File: src/rtl/pct_pkg.sv
// Package for the percent escape decoder: payload types, escape phase codes,
// character constants and the hex digit decode functions.
// Depends on nothing; the top level, the input register and the core import it.
package pct_pkg;

   localparam logic [7:0] PCT_CHAR     = 8'h25;
   localparam logic [7:0] SPACE_CHAR   = 8'h20;
   localparam int         NIBBLE_WIDTH = 4;

   typedef struct packed {
      logic [7:0] in_byte;
      logic       in_last;
   } req_payload_type;

   typedef struct packed {
      logic [7:0] out_byte;
      logic       out_last;
   } rsp_payload_type;

   typedef enum logic [2:0] {
      PHASE_TEXT  = 3'b001,
      PHASE_PCT   = 3'b010,
      PHASE_DIGIT = 3'b100
   } phase_type;

   typedef struct packed {
      logic                    bad;
      logic                    space;
      logic [NIBBLE_WIDTH-1:0] value;
   } digit_info_type;

   function automatic digit_info_type digit_class(input logic [7:0] c);
      digit_info_type info;
      info.bad   = 1'b0;
      info.space = 1'b0;
      info.value = '0;
      if (c >= 8'h30 && c <= 8'h39) begin
         info.value = NIBBLE_WIDTH'(c - 8'h30);
      end else if (c >= 8'h41 && c <= 8'h46) begin
         info.value = NIBBLE_WIDTH'(c - 8'h37);
      end else if (c >= 8'h61 && c <= 8'h66) begin
         info.value = NIBBLE_WIDTH'(c - 8'h57);
      end else if (c == SPACE_CHAR) begin
         info.space = 1'b1;
      end else begin
         info.bad = 1'b1;
      end
      return info;
   endfunction

   // A space contributes no digit; any other non-hex character zeroes the result.
   function automatic logic [7:0] decode_pair(input logic [7:0] c1, input logic [7:0] c2);
      digit_info_type d1;
      digit_info_type d2;
      logic [7:0]     result;
      d1 = digit_class(c1);
      d2 = digit_class(c2);
      if (d1.bad || d2.bad) begin
         result = 8'h00;
      end else if (d1.space && d2.space) begin
         result = 8'h00;
      end else if (d1.space) begin
         result = {{NIBBLE_WIDTH{1'b0}}, d2.value};
      end else if (d2.space) begin
         result = {{NIBBLE_WIDTH{1'b0}}, d1.value};
      end else begin
         result = {d1.value, d2.value};
      end
      return result;
   endfunction

endpackage

File: src/rtl/pct_stream_if.sv
// Valid/ready stream interface used for both channels of the decoder.
// The payload type is set where the interface is instantiated.
// Depends on nothing; payload types come from pct_pkg at the instantiation.
interface pct_stream_if #(
   parameter type payload_type = logic [7:0]
) ();

   logic        valid;
   logic        ready;
   payload_type payload;

   modport source (output valid, output payload, input ready);
   modport sink   (input valid, input payload, output ready);

endinterface

File: src/rtl/percent_escape_decoder.sv
// Top level of the URL percent escape decoder.
// Depends on pct_pkg, pct_stream_if, pct_in_reg and pct_core.
//
// Usage:
//   req_ch carries one text byte per transaction (in_byte, in_last marks the
//   final byte of a string). rsp_ch carries decoded bytes (out_byte, out_last).
//   A '%' and the byte after it produce no result; the third byte of an escape
//   produces the decoded byte. A '%' at or just before the end of the string
//   passes through unchanged, so the last byte of the string can produce two
//   results.
//   The result of an accepted byte passes the input register, then the result
//   queue, before it is valid on rsp_ch.
//   Throughput: one byte per cycle while rsp_ch takes results. A byte that
//   yields two results is taken only when two queue entries are free, counting
//   an entry that leaves in the same cycle; behind a full queue it waits.
//   Reset clears the input register, the escape phase and the result queue.
//   When the receiver stalls, the two-entry queue and the input register fill
//   and req_ch.ready drops; no transaction is lost.
module percent_escape_decoder (
   input logic          clock,
   input logic          reset,
   pct_stream_if.sink   req_ch,
   pct_stream_if.source rsp_ch
);
   import pct_pkg::*;

   logic            item_valid;
   logic            item_take;
   req_payload_type item;

   pct_in_reg u_in_reg (
      .clock      (clock),
      .reset      (reset),
      .req_ch     (req_ch),
      .item_valid (item_valid),
      .item       (item),
      .item_take  (item_take)
   );

   pct_core u_core (
      .clock      (clock),
      .reset      (reset),
      .item_valid (item_valid),
      .item       (item),
      .item_take  (item_take),
      .rsp_ch     (rsp_ch)
   );

endmodule

File: src/rtl/pct_in_reg.sv
// Input register of the decoder: holds one request transaction until the
// core takes it. Depends on pct_pkg and pct_stream_if.
module pct_in_reg (
   input  logic                     clock,
   input  logic                     reset,
   pct_stream_if.sink               req_ch,
   output logic                     item_valid,
   output pct_pkg::req_payload_type item,
   input  logic                     item_take
);
   import pct_pkg::*;

   logic            valid_ff;
   logic            valid_in;
   req_payload_type item_ff;
   logic            accept;

   assign req_ch.ready = !valid_ff || item_take;
   assign accept       = req_ch.valid && req_ch.ready;

   always_comb begin
      valid_in = valid_ff;
      if (accept) begin
         valid_in = 1'b1;
      end else if (item_take) begin
         valid_in = 1'b0;
      end
   end

   always_ff @(posedge clock) begin
      if (reset) begin
         valid_ff <= 1'b0;
      end else begin
         valid_ff <= valid_in;
      end
   end

   always_ff @(posedge clock) begin
      if (accept) begin
         item_ff <= req_ch.payload;
      end
   end

   assign item_valid = valid_ff;
   assign item       = item_ff;

endmodule

File: src/rtl/pct_core.sv
// Escape state machine, digit decode and two-entry result queue.
// Depends on pct_pkg and pct_stream_if.
module pct_core (
   input  logic                     clock,
   input  logic                     reset,
   input  logic                     item_valid,
   input  pct_pkg::req_payload_type item,
   output logic                     item_take,
   pct_stream_if.source             rsp_ch
);
   import pct_pkg::*;

   phase_type       phase_ff;
   phase_type       phase_in;
   logic [7:0]      first_ff;
   logic [7:0]      first_in;
   rsp_payload_type entry0_ff;
   rsp_payload_type entry1_ff;
   rsp_payload_type entry0_in;
   rsp_payload_type entry1_in;
   logic [1:0]      count_ff;
   logic [1:0]      count_in;

   rsp_payload_type res0;
   rsp_payload_type res1;
   logic [1:0]      need;
   logic [1:0]      free;
   logic [1:0]      rem_count;
   rsp_payload_type rem0;
   logic            pop;

   // Results and next phase for the item at the head of the input register.
   always_comb begin
      res0     = '{out_byte: item.in_byte, out_last: item.in_last};
      res1     = '{out_byte: item.in_byte, out_last: 1'b1};
      need     = 2'd0;
      phase_in = phase_ff;
      first_in = first_ff;
      unique case (phase_ff)
         PHASE_PCT: begin
            if (item.in_last) begin
               res0     = '{out_byte: PCT_CHAR, out_last: 1'b0};
               need     = 2'd2;
               phase_in = PHASE_TEXT;
            end else begin
               first_in = item.in_byte;
               phase_in = PHASE_DIGIT;
            end
         end
         PHASE_DIGIT: begin
            res0     = '{out_byte: decode_pair(first_ff, item.in_byte),
                         out_last: item.in_last};
            need     = 2'd1;
            phase_in = PHASE_TEXT;
         end
         default: begin
            if (item.in_byte == PCT_CHAR && !item.in_last) begin
               phase_in = PHASE_PCT;
            end else begin
               need     = 2'd1;
               phase_in = PHASE_TEXT;
            end
         end
      endcase
   end

   assign pop       = rsp_ch.valid && rsp_ch.ready;
   assign free      = 2'd2 - count_ff + {1'b0, pop};
   assign item_take = item_valid && (need <= free);

   // Queue update: drop the head if it leaves, then append the new results.
   // An item that yields nothing must leave the held entries untouched.
   always_comb begin
      rem_count = count_ff - {1'b0, pop};
      rem0      = pop ? entry1_ff : entry0_ff;
      entry0_in = rem0;
      entry1_in = entry1_ff;
      count_in  = rem_count;
      if (item_take && need != 2'd0) begin
         count_in = rem_count + need;
         if (rem_count == 2'd0) begin
            entry0_in = res0;
            entry1_in = res1;
         end else begin
            entry1_in = res0;
         end
      end
   end

   always_ff @(posedge clock) begin
      if (reset) begin
         phase_ff <= PHASE_TEXT;
         first_ff <= 8'h00;
         count_ff <= 2'd0;
      end else begin
         count_ff <= count_in;
         if (item_take) begin
            phase_ff <= phase_in;
            first_ff <= first_in;
         end
      end
   end

   always_ff @(posedge clock) begin
      entry0_ff <= entry0_in;
      entry1_ff <= entry1_in;
   end

   assign rsp_ch.valid   = (count_ff != 2'd0);
   assign rsp_ch.payload = entry0_ff;

   a_count_range: assert property (@(posedge clock) disable iff (reset)
      count_ff != 2'd3)
      else $error("result queue count out of range");

   a_room_for_results: assert property (@(posedge clock) disable iff (reset)
      item_take |-> (count_ff - {1'b0, pop} + need) <= 2'd2)
      else $error("item taken without room for its results");

   a_pct_then_digit: assert property (@(posedge clock) disable iff (reset)
      (item_take && phase_ff == PHASE_PCT && !item.in_last) |=> phase_ff == PHASE_DIGIT)
      else $error("first digit did not advance the escape phase");

   a_pair_fills_queue: assert property (@(posedge clock) disable iff (reset)
      (item_take && need == 2'd2 && !pop) |=> count_ff == 2'd2)
      else $error("two results were not both queued");

endmodule
File: src/flat_wrapper.sv
// flat-port wrapper written by rule: the top's interface ports become plain ports
module percent_escape_decoder_flat import pct_pkg::*;
  (clock, reset, req_ch_valid, req_ch_payload, req_ch_ready, rsp_ch_valid, rsp_ch_payload, rsp_ch_ready);
  pct_stream_if req_ch_i ();
  pct_stream_if rsp_ch_i ();
  input logic clock;
  input logic reset;
  input wire logic [$bits(req_ch_i.valid)-1:0] req_ch_valid;
  input wire logic [$bits(req_ch_i.payload)-1:0] req_ch_payload;
  output wire logic [$bits(req_ch_i.ready)-1:0] req_ch_ready;
  output wire logic [$bits(rsp_ch_i.valid)-1:0] rsp_ch_valid;
  output wire logic [$bits(rsp_ch_i.payload)-1:0] rsp_ch_payload;
  input wire logic [$bits(rsp_ch_i.ready)-1:0] rsp_ch_ready;
  assign req_ch_i.valid = req_ch_valid;
  assign req_ch_i.payload = req_ch_payload;
  assign req_ch_ready = req_ch_i.ready;
  assign rsp_ch_valid = rsp_ch_i.valid;
  assign rsp_ch_payload = rsp_ch_i.payload;
  assign rsp_ch_i.ready = rsp_ch_ready;
  percent_escape_decoder u_core (.clock(clock), .reset(reset), .req_ch(req_ch_i), .rsp_ch(rsp_ch_i));
endmodule
File: config.mk
export PLATFORM = sky130hd
export DESIGN_NAME = percent_escape_decoder_flat
export DESIGN_NICKNAME = d
export VERILOG_FILES = /design/src/rtl/pct_pkg.sv /design/src/rtl/pct_stream_if.sv /design/src/rtl/percent_escape_decoder.sv /design/src/rtl/pct_in_reg.sv /design/src/rtl/pct_core.sv /design/src/flat_wrapper.sv
export SDC_FILE = /design/constraint.sdc
export NUM_CORES = 1
export LEC_CHECK = 0
export BUFFER_PORTS_ARGS = -buffer_cell sky130_fd_sc_hd__buf_2
export CELL_PAD_IN_SITES_DETAIL_PLACEMENT = 1
export CELL_PAD_IN_SITES_GLOBAL_PLACEMENT = 1
export CORE_UTILIZATION = 38
export CTS_CLUSTER_DIAMETER = 40
export DETAILED_ROUTE_END_ITERATION = 12
export PLACE_DENSITY = 0.68
export SLEW_MARGIN = 20
export SYNTH_ARGS = -nofsm -noshare
export SYNTH_HDL_FRONTEND = slang
export SYNTH_HIERARCHICAL = 1
export SYNTH_SLANG_ARGS = --single-unit
File: constraint.sdc
create_clock -name clock -period 4.51 [get_ports clock]
set_input_delay 0.451 -clock clock [delete_from_list [all_inputs] [get_ports clock]]
set_output_delay 0.451 -clock clock [all_outputs]
set_load 0.1 [all_outputs]
# [Word level (Yosys, flattened, before mapping)]
# Cells that the tools add are included.
[totals] reg_bits=39 input_bits=12 out_inout_bits=10
[classes] add_sub_neg=10 magnitude_cmp=13 eq_ne=5 mux=37 bitwise_logic=1 n_reduce_logical=21
[op_table] op="two-way mux 8 bit" n=6
[op_table] op=">= comparator 7 bit (second input constant)" n=4
[op_table] op="less-or-equal comparator 7 bit (second input constant)" n=4
[op_table] op="two-way mux 9 bit" n=3
[op_table] op="two-way mux 4 bit" n=6
[op_table] op="two-way mux 2 bit" n=11
[op_table] op="== test 7 x 6 -> 1 bit (second input constant)" n=3
[op_table] op="one-hot mux 9 bit (2 select lines)" n=1
[op_table] op="subtractor 4 x 3 -> 4 bit (second input constant)" n=4
[op_table] op=">= comparator 7 x 6 -> 1 bit (second input constant)" n=2
[op_table] op="less-or-equal comparator 7 x 6 -> 1 bit (second input constant)" n=2
[op_table] op="logical AND 1 bit" n=12
[op_table] op="subtractor 4 x 1 -> 4 bit (second input constant)" n=2
[op_table] op="two-way mux 1 bit" n=7
[op_table] op="one-hot mux 3 bit (2 select lines)" n=1
[op_table] op="nonzero test 2 bit" n=3
[op_table] op="one-hot mux 2 bit (2 select lines)" n=1
[op_table] op="== test 3 x 2 -> 1 bit (second input constant)" n=1
[op_table] op="== test 3 bit (second input constant)" n=1
[op_table] op="two-way mux 3 bit" n=1
[op_table] op="AND reduction 3 bit" n=1
[op_table] op="adder 2 x 1 -> 2 bit" n=1
[op_table] op="adder 2 bit" n=1
[op_table] op="less-or-equal comparator 2 bit" n=1
[op_table] op="other kinds (6)" n=8

# [Depth between registers and ports, before layout]
[depth] ltp_word=13 depth_mapped=13 depth_no_buf=12

# [By module]
# Netlist, hierarchy kept.
[by_module_without_submodules] mod="pct_core" instances=1 cells_each=220 area_each_um2=1923.1 seq_area_each_um2=660.6
[by_module_without_submodules] mod="pct_in_reg" instances=1 cells_each=15 area_each_um2=306.5 seq_area_each_um2=260.2

# [Worst setup path before layout]
# No wires, ideal clock.
[synth_path] kind="register to register" from="register u_core.u_core.count_ff[1]" to="register u_core.u_in_reg.item_ff (netlist bit u_core/u_in_reg/item[0]), enable pin" setup_ns=0.300 arrival_ns=3.007 t_required_ns=4.210 setup_slack_ns=1.203 path_stages_with_launch=13 path_buffers=0 synth_period_minus_slack_ns=3.307 cell_sequence="dfxtp_1 -> or2_2 -> nand2_1 -> clkinv_1 -> ha_1 -> inv_1 -> ha_1 -> nand2_1 -> o21ai_1 -> nand2_1 -> inv_1 -> nand2b_4 -> and2_4"
[synth_via] elab_chain_len=7 elab_cells_between_ends=8
[synth_lines] item="start, declared" line="pct_core.sv:21" source="logic [1:0] count_ff;"
[synth_lines] item="start signal, assigned" line="pct_core.sv:96" source="count_ff <= count_in;"
[synth_lines] item="nonzero test 2 bit" line="pct_core.sv:109" source="assign rsp_ch.valid = (count_ff != 2'd0);"
[synth_lines] item="via rsp_ch_valid" line="flat_wrapper.sv:11" source="output wire logic [$bits(rsp_ch_i.valid)-1:0] rsp_ch_valid;"
[synth_lines] item="logical AND 1 bit" line="pct_core.sv:67" source="assign pop = rsp_ch.valid && rsp_ch.ready;"
[synth_lines] item="adder 2 x 1 -> 2 bit" line="pct_core.sv:68" source="assign free = 2'd2 - count_ff + {1'b0, pop};"
[synth_lines] item="less-or-equal comparator 2 bit" line="pct_core.sv:69" source="assign item_take = item_valid && (need <= free);"
[synth_lines] item="logical AND 1 bit" line="pct_core.sv:69"
[synth_lines] item="via u_core.item_take" line="percent_escape_decoder.sv:28" source="logic item_take;"
[synth_lines] item="logical OR 1 bit" line="pct_in_reg.sv:18" source="assign req_ch.ready = !valid_ff || item_take;"
[synth_lines] item="via req_ch_ready" line="flat_wrapper.sv:10" source="output wire logic [$bits(req_ch_i.ready)-1:0] req_ch_ready;"
[synth_lines] item="logical AND 1 bit" line="pct_in_reg.sv:19" source="assign accept = req_ch.valid && req_ch.ready;"
[synth_lines] item="via u_core.u_in_reg.accept" line="pct_in_reg.sv:16" source="logic accept;"
[synth_lines] item="end signal, assigned" line="pct_in_reg.sv:40" source="item_ff <= req_ch.payload;"
[synth_lines] item="end, declared" line="pct_in_reg.sv:15" source="req_payload_type item_ff;"
# The timed path passes the listed nets, and every way through them passes these cells.
# A chain may end at the register's enable or synchronous reset.

# [Final worst setup path]
[layout_path] from="register u_core.u_core.count_ff[1]" to="output port req_ch_ready"
[layout_via] elab_chain_len=6 elab_cells_between_ends=7
[layout_lines] item="branches (longest 2 deep; another with subtractor 2 bit)"
[layout_lines] item="adder 2 x 1 -> 2 bit (*)" line="pct_core.sv:68"
[layout_lines] item="less-or-equal comparator 2 bit (*)" line="pct_core.sv:69"
[layout_lines] item="logical AND 1 bit (*)" line="pct_core.sv:69"
[layout_lines] item="via u_core.item_take" line="percent_escape_decoder.sv:28"
[layout_lines] item="logical OR 1 bit (*)" line="pct_in_reg.sv:18"
[layout_lines] item="end, declared" line="flat_wrapper.sv:10"
# Mark *: on every way through the listed nets, which the timed path passes.

==> impl_metrics.toml <==
[routing]
remaining_drc_errors = 0
vias = 1769
wirelength_um = 4978
drt-vias-per-instance = 5.361
ant_nets = 0
detail_route.iter0.violations = 55
firstDrtPassIters = 4
detail_route.wl_per_cell_um = 15.08

[global_route]
grt-ovfl-total = 0
grtUsageMet2_pct = 29.65
antenna_found_initial = 0
use_met1_pct = 22.53
use_met3_pct = 3.488
grt_pass1_wl_um = 8542
grt_pass1_vias = 1756
grt_max_degree = 17
track_usage_pct = 17.73
grt-busiest-layer = "met2"

[finish]
postLayoutCellArea_um2 = 2495
drive_gt1_share_pct = 15.12
seqCellArea_um2 = 920.9
fillCellCount = 679
multi_input_area_um2 = 1224
nNetsFinal = 280
stdcell_count = 330
num_antenna_cells = 0
area_delta_synth_final_pct = 11.90

[floorplanning]
die_area_um2 = 6178
io-pin-count = 22
start_util_pct = 40.00
die_w_um = 78.60
rows = 27
core_um2 = 5574
die-height_um = 78.60

[place]
pre_cts_ws_ns = 1.052
port_buffers = 21
dp_hpwl_um = 3886
place_congestion = 0.7734
post_dp_cell_area_um2 = 2389
place_inst = 322

[synth]
synth-seq-cells = 38
yosys_most_used_dff = "dfxtp_1"
synth_edf_count = 16
syn_area_per_cell_um2 = 9.488
yosysTopAreaCell = "edfxtp_1"
synthTopCellsByArea = "edfxtp_1 (22%), dfxtp_1 (20%), ha_1 (6.2%), mux2i_1 (4.5%), a21oi_1 (3.8%)"
synth_fp_nets = 258
ys_seq_area_share_pct = 41.30
yosysWarnings = 6
syn_area_um2 = 2230
synth.distinct_cells = 53
synthArstFlopShare_pct = 0
synth_top_area_share_pct = 21.55
synth_cells = 235

[timing]
hold_viol = 0
min_period_over_period_pct = 83.00
tightest_slew_ns = 0.5192
fin_crit_ns = 3.743
setup_viol = 0
skew_ns = 0.009258
timing.fmax_ghz = 0.2671
relSlewSlack_pct = 65.39
maxSlewViolCount = 0
rsz0062_at_grt = "false"
fin_setup_tns_ns = 0
worst_slack_ns = 0.7667

[worst_setup_path]
crit_fanout = 10
critical_path_class = "reg2out"
worstPathRequired_ns = 4.06
critPathArrivalTime_ns = 3.29
max_stage_delay_ns = 0.42
crit_chain = "or2_2, nand2_1, clkinv_1, ha_1, inv_1, ha_1, nand2_1, o21ai_1, nand2_1, inv_1, nand2b_4, buf_2"
crit_top_cell = "nand2_1"
cpLargestDelayFamily = "simple AND/OR/NAND/NOR gates"
endpoint_kind = "output port"
crit_buf_inv = 4
slowest_stage = "buf_2"
start_kind = "flop"

[worst_hold_path]
hold_class = "in2reg"

[flow_run]
drv_cap = 0

[cts]
cts_sinks = 38
holdBufCountCts = 0
clock_path_buffers = 2
htree_levels = 2
cts_tree = "built"
cts_setup_buffers = 0
cts_made_buffers = 5
clk_latency_ns = 0.29
post_cts_resize_count = 0
root_buffer = "clkbuf_8"
cts.clk_slew.worst_paths_ns = 0.08

[power_and_ir_drop]
ir_worst_vdd_mv = 0.3132
powerDensity_nw_per_um2 = 620.1
total_power_uw = 1547
p_leak_uw = 0.001007

[outcome]
outcome = "finished, final reports clean"
==> metal layers <==
metal | part of all wire [%] | vias up | wire length (µm)
met5 | 0 | - | 0
met4 | 1.8 | 0 | 89
met3 | 2.3 | 7 | 113
met2 | 46 | 24 | 2300
met1 | 50 | 843 | 2474
li1 | - | 895 | -
==> stage by stage <==
stage / hold WS, ns / util [%]
2_1_floorplan: 0.4656 / -
3_3_place_gp: 0.4953 / 42.85
3_5_place_dp: 0.4960 / 42.85
4_1_cts: 0.3232 / 44.76
5_1_grt: 0.3159 / 44.76
6_report: 0.3312 / 44.76
==> area by class of cell <==
type / count / share of cell area, %
Timing Repair Buffer: 21 / 4.213
Clock buffer: 7 / 3.059
Inverter: 13 / 1.956
Sequential cell: 38 / 36.91
Multi-Input combinational cell: 178 / 49.05
Tap cell: 72 / 3.611
Clock inverter: 1 / 1.204
==> registers in the layout (all words and copies together), names as in the netlist <==
register	cells
u_core/u_core/entry1_ff	8
u_core/u_core/first_ff	8
u_core/u_core/rsp_ch.payload	8
u_core/u_in_reg/item	8
u_core/u_core/phase_ff	3
u_core/u_core/count_ff	2
u_core/u_in_reg/item_valid	1
==> final timing paths <==
path / startpoint / slack [ns] / to / depth (start not counted)
setup / recovery: u_core/u_core/count_ff[1] / 0.77 / req_ch_ready / 12
hold / removal: req_ch_payload[7] / 0.33 / u_core/u_in_reg/item[7] / 1
setup reg to reg: u_core/u_core/count_ff[1] / 1.33 / u_core/u_core/first_ff[4] / 12
hold reg to reg: u_core/u_core/phase_ff[2] / 0.51 / u_core/u_core/phase_ff[2] / 2
==> cells by family (layout without fill, tap and decap cells) <==
| kind of cell | after synthesis | count (layout) | share of synthesized area (%) |
|---|---|---|---|
| simple gates | 89 | 89 | 23.23 |
| other cells | 1 | 1 | 0.1682 |
| mux | 10 | 10 | 4.490 |
| xor+xnor | 4 | 4 | 1.572 |
| flops | 38 | 38 | 41.30 |
| compound gates | 63 | 63 | 19.25 |
| fa+ha+maj | 11 | 11 | 6.173 |
| buf+inv | 19 | 42 | 3.816 |
==> cell usage in the layout (no fill, tap or decap), types with 3 or more instances in the layout <==
master     netlist  layout
nand2b_1         6       6
o21ai_0         10      10
inv_1           12      12
mux2i_1         10      10
nand4bb_1        3       3
nor2b_1          5       5
edfxtp_1        16      16
o21bai_1         3       3
a211oi_1         9       9
or2_2            3       3
a31oi_1          8       8
a22oi_1          3       3
ha_1            11      11
nor2_1          21      21
dfxtp_1         22      22
and2_1          10      10
nand2_1         22      22
clkbuf_8         0       5
buf_2            2      21
a21oi_1         17      17
==> where the power goes <==
group / switching (µW) / total, µW / leakage (µW) / internal [µW]
Clock: 117 / 282 / 0.0000524 / 166
Sequential: 47.2 / 496 / 0.000332 / 449
Combinational: 583 / 769 / 0.000622 / 186
==> Yosys cell counts, types with 2 or more instances <==
master,count
and2_1,10
o21bai_1,3
nand2_1,22
a22oi_1,3
o21ai_0,10
a211oi_1,9
dfxtp_1,22
a21oi_1,17
clkbuf_1,2
xor2_1,2
inv_1,12
mux2i_1,10
o2111a_1,2
nand2b_1,6
xnor2_1,2
buf_2,2
o21ai_1,2
edfxtp_1,16
nand4bb_1,3
a31oi_1,8
nor2_1,21
nand3b_1,2
nand3_1,2
ha_1,11
or2_2,3
nor2b_1,5
nor3b_1,2
Power figures use the tool's default switching activity.
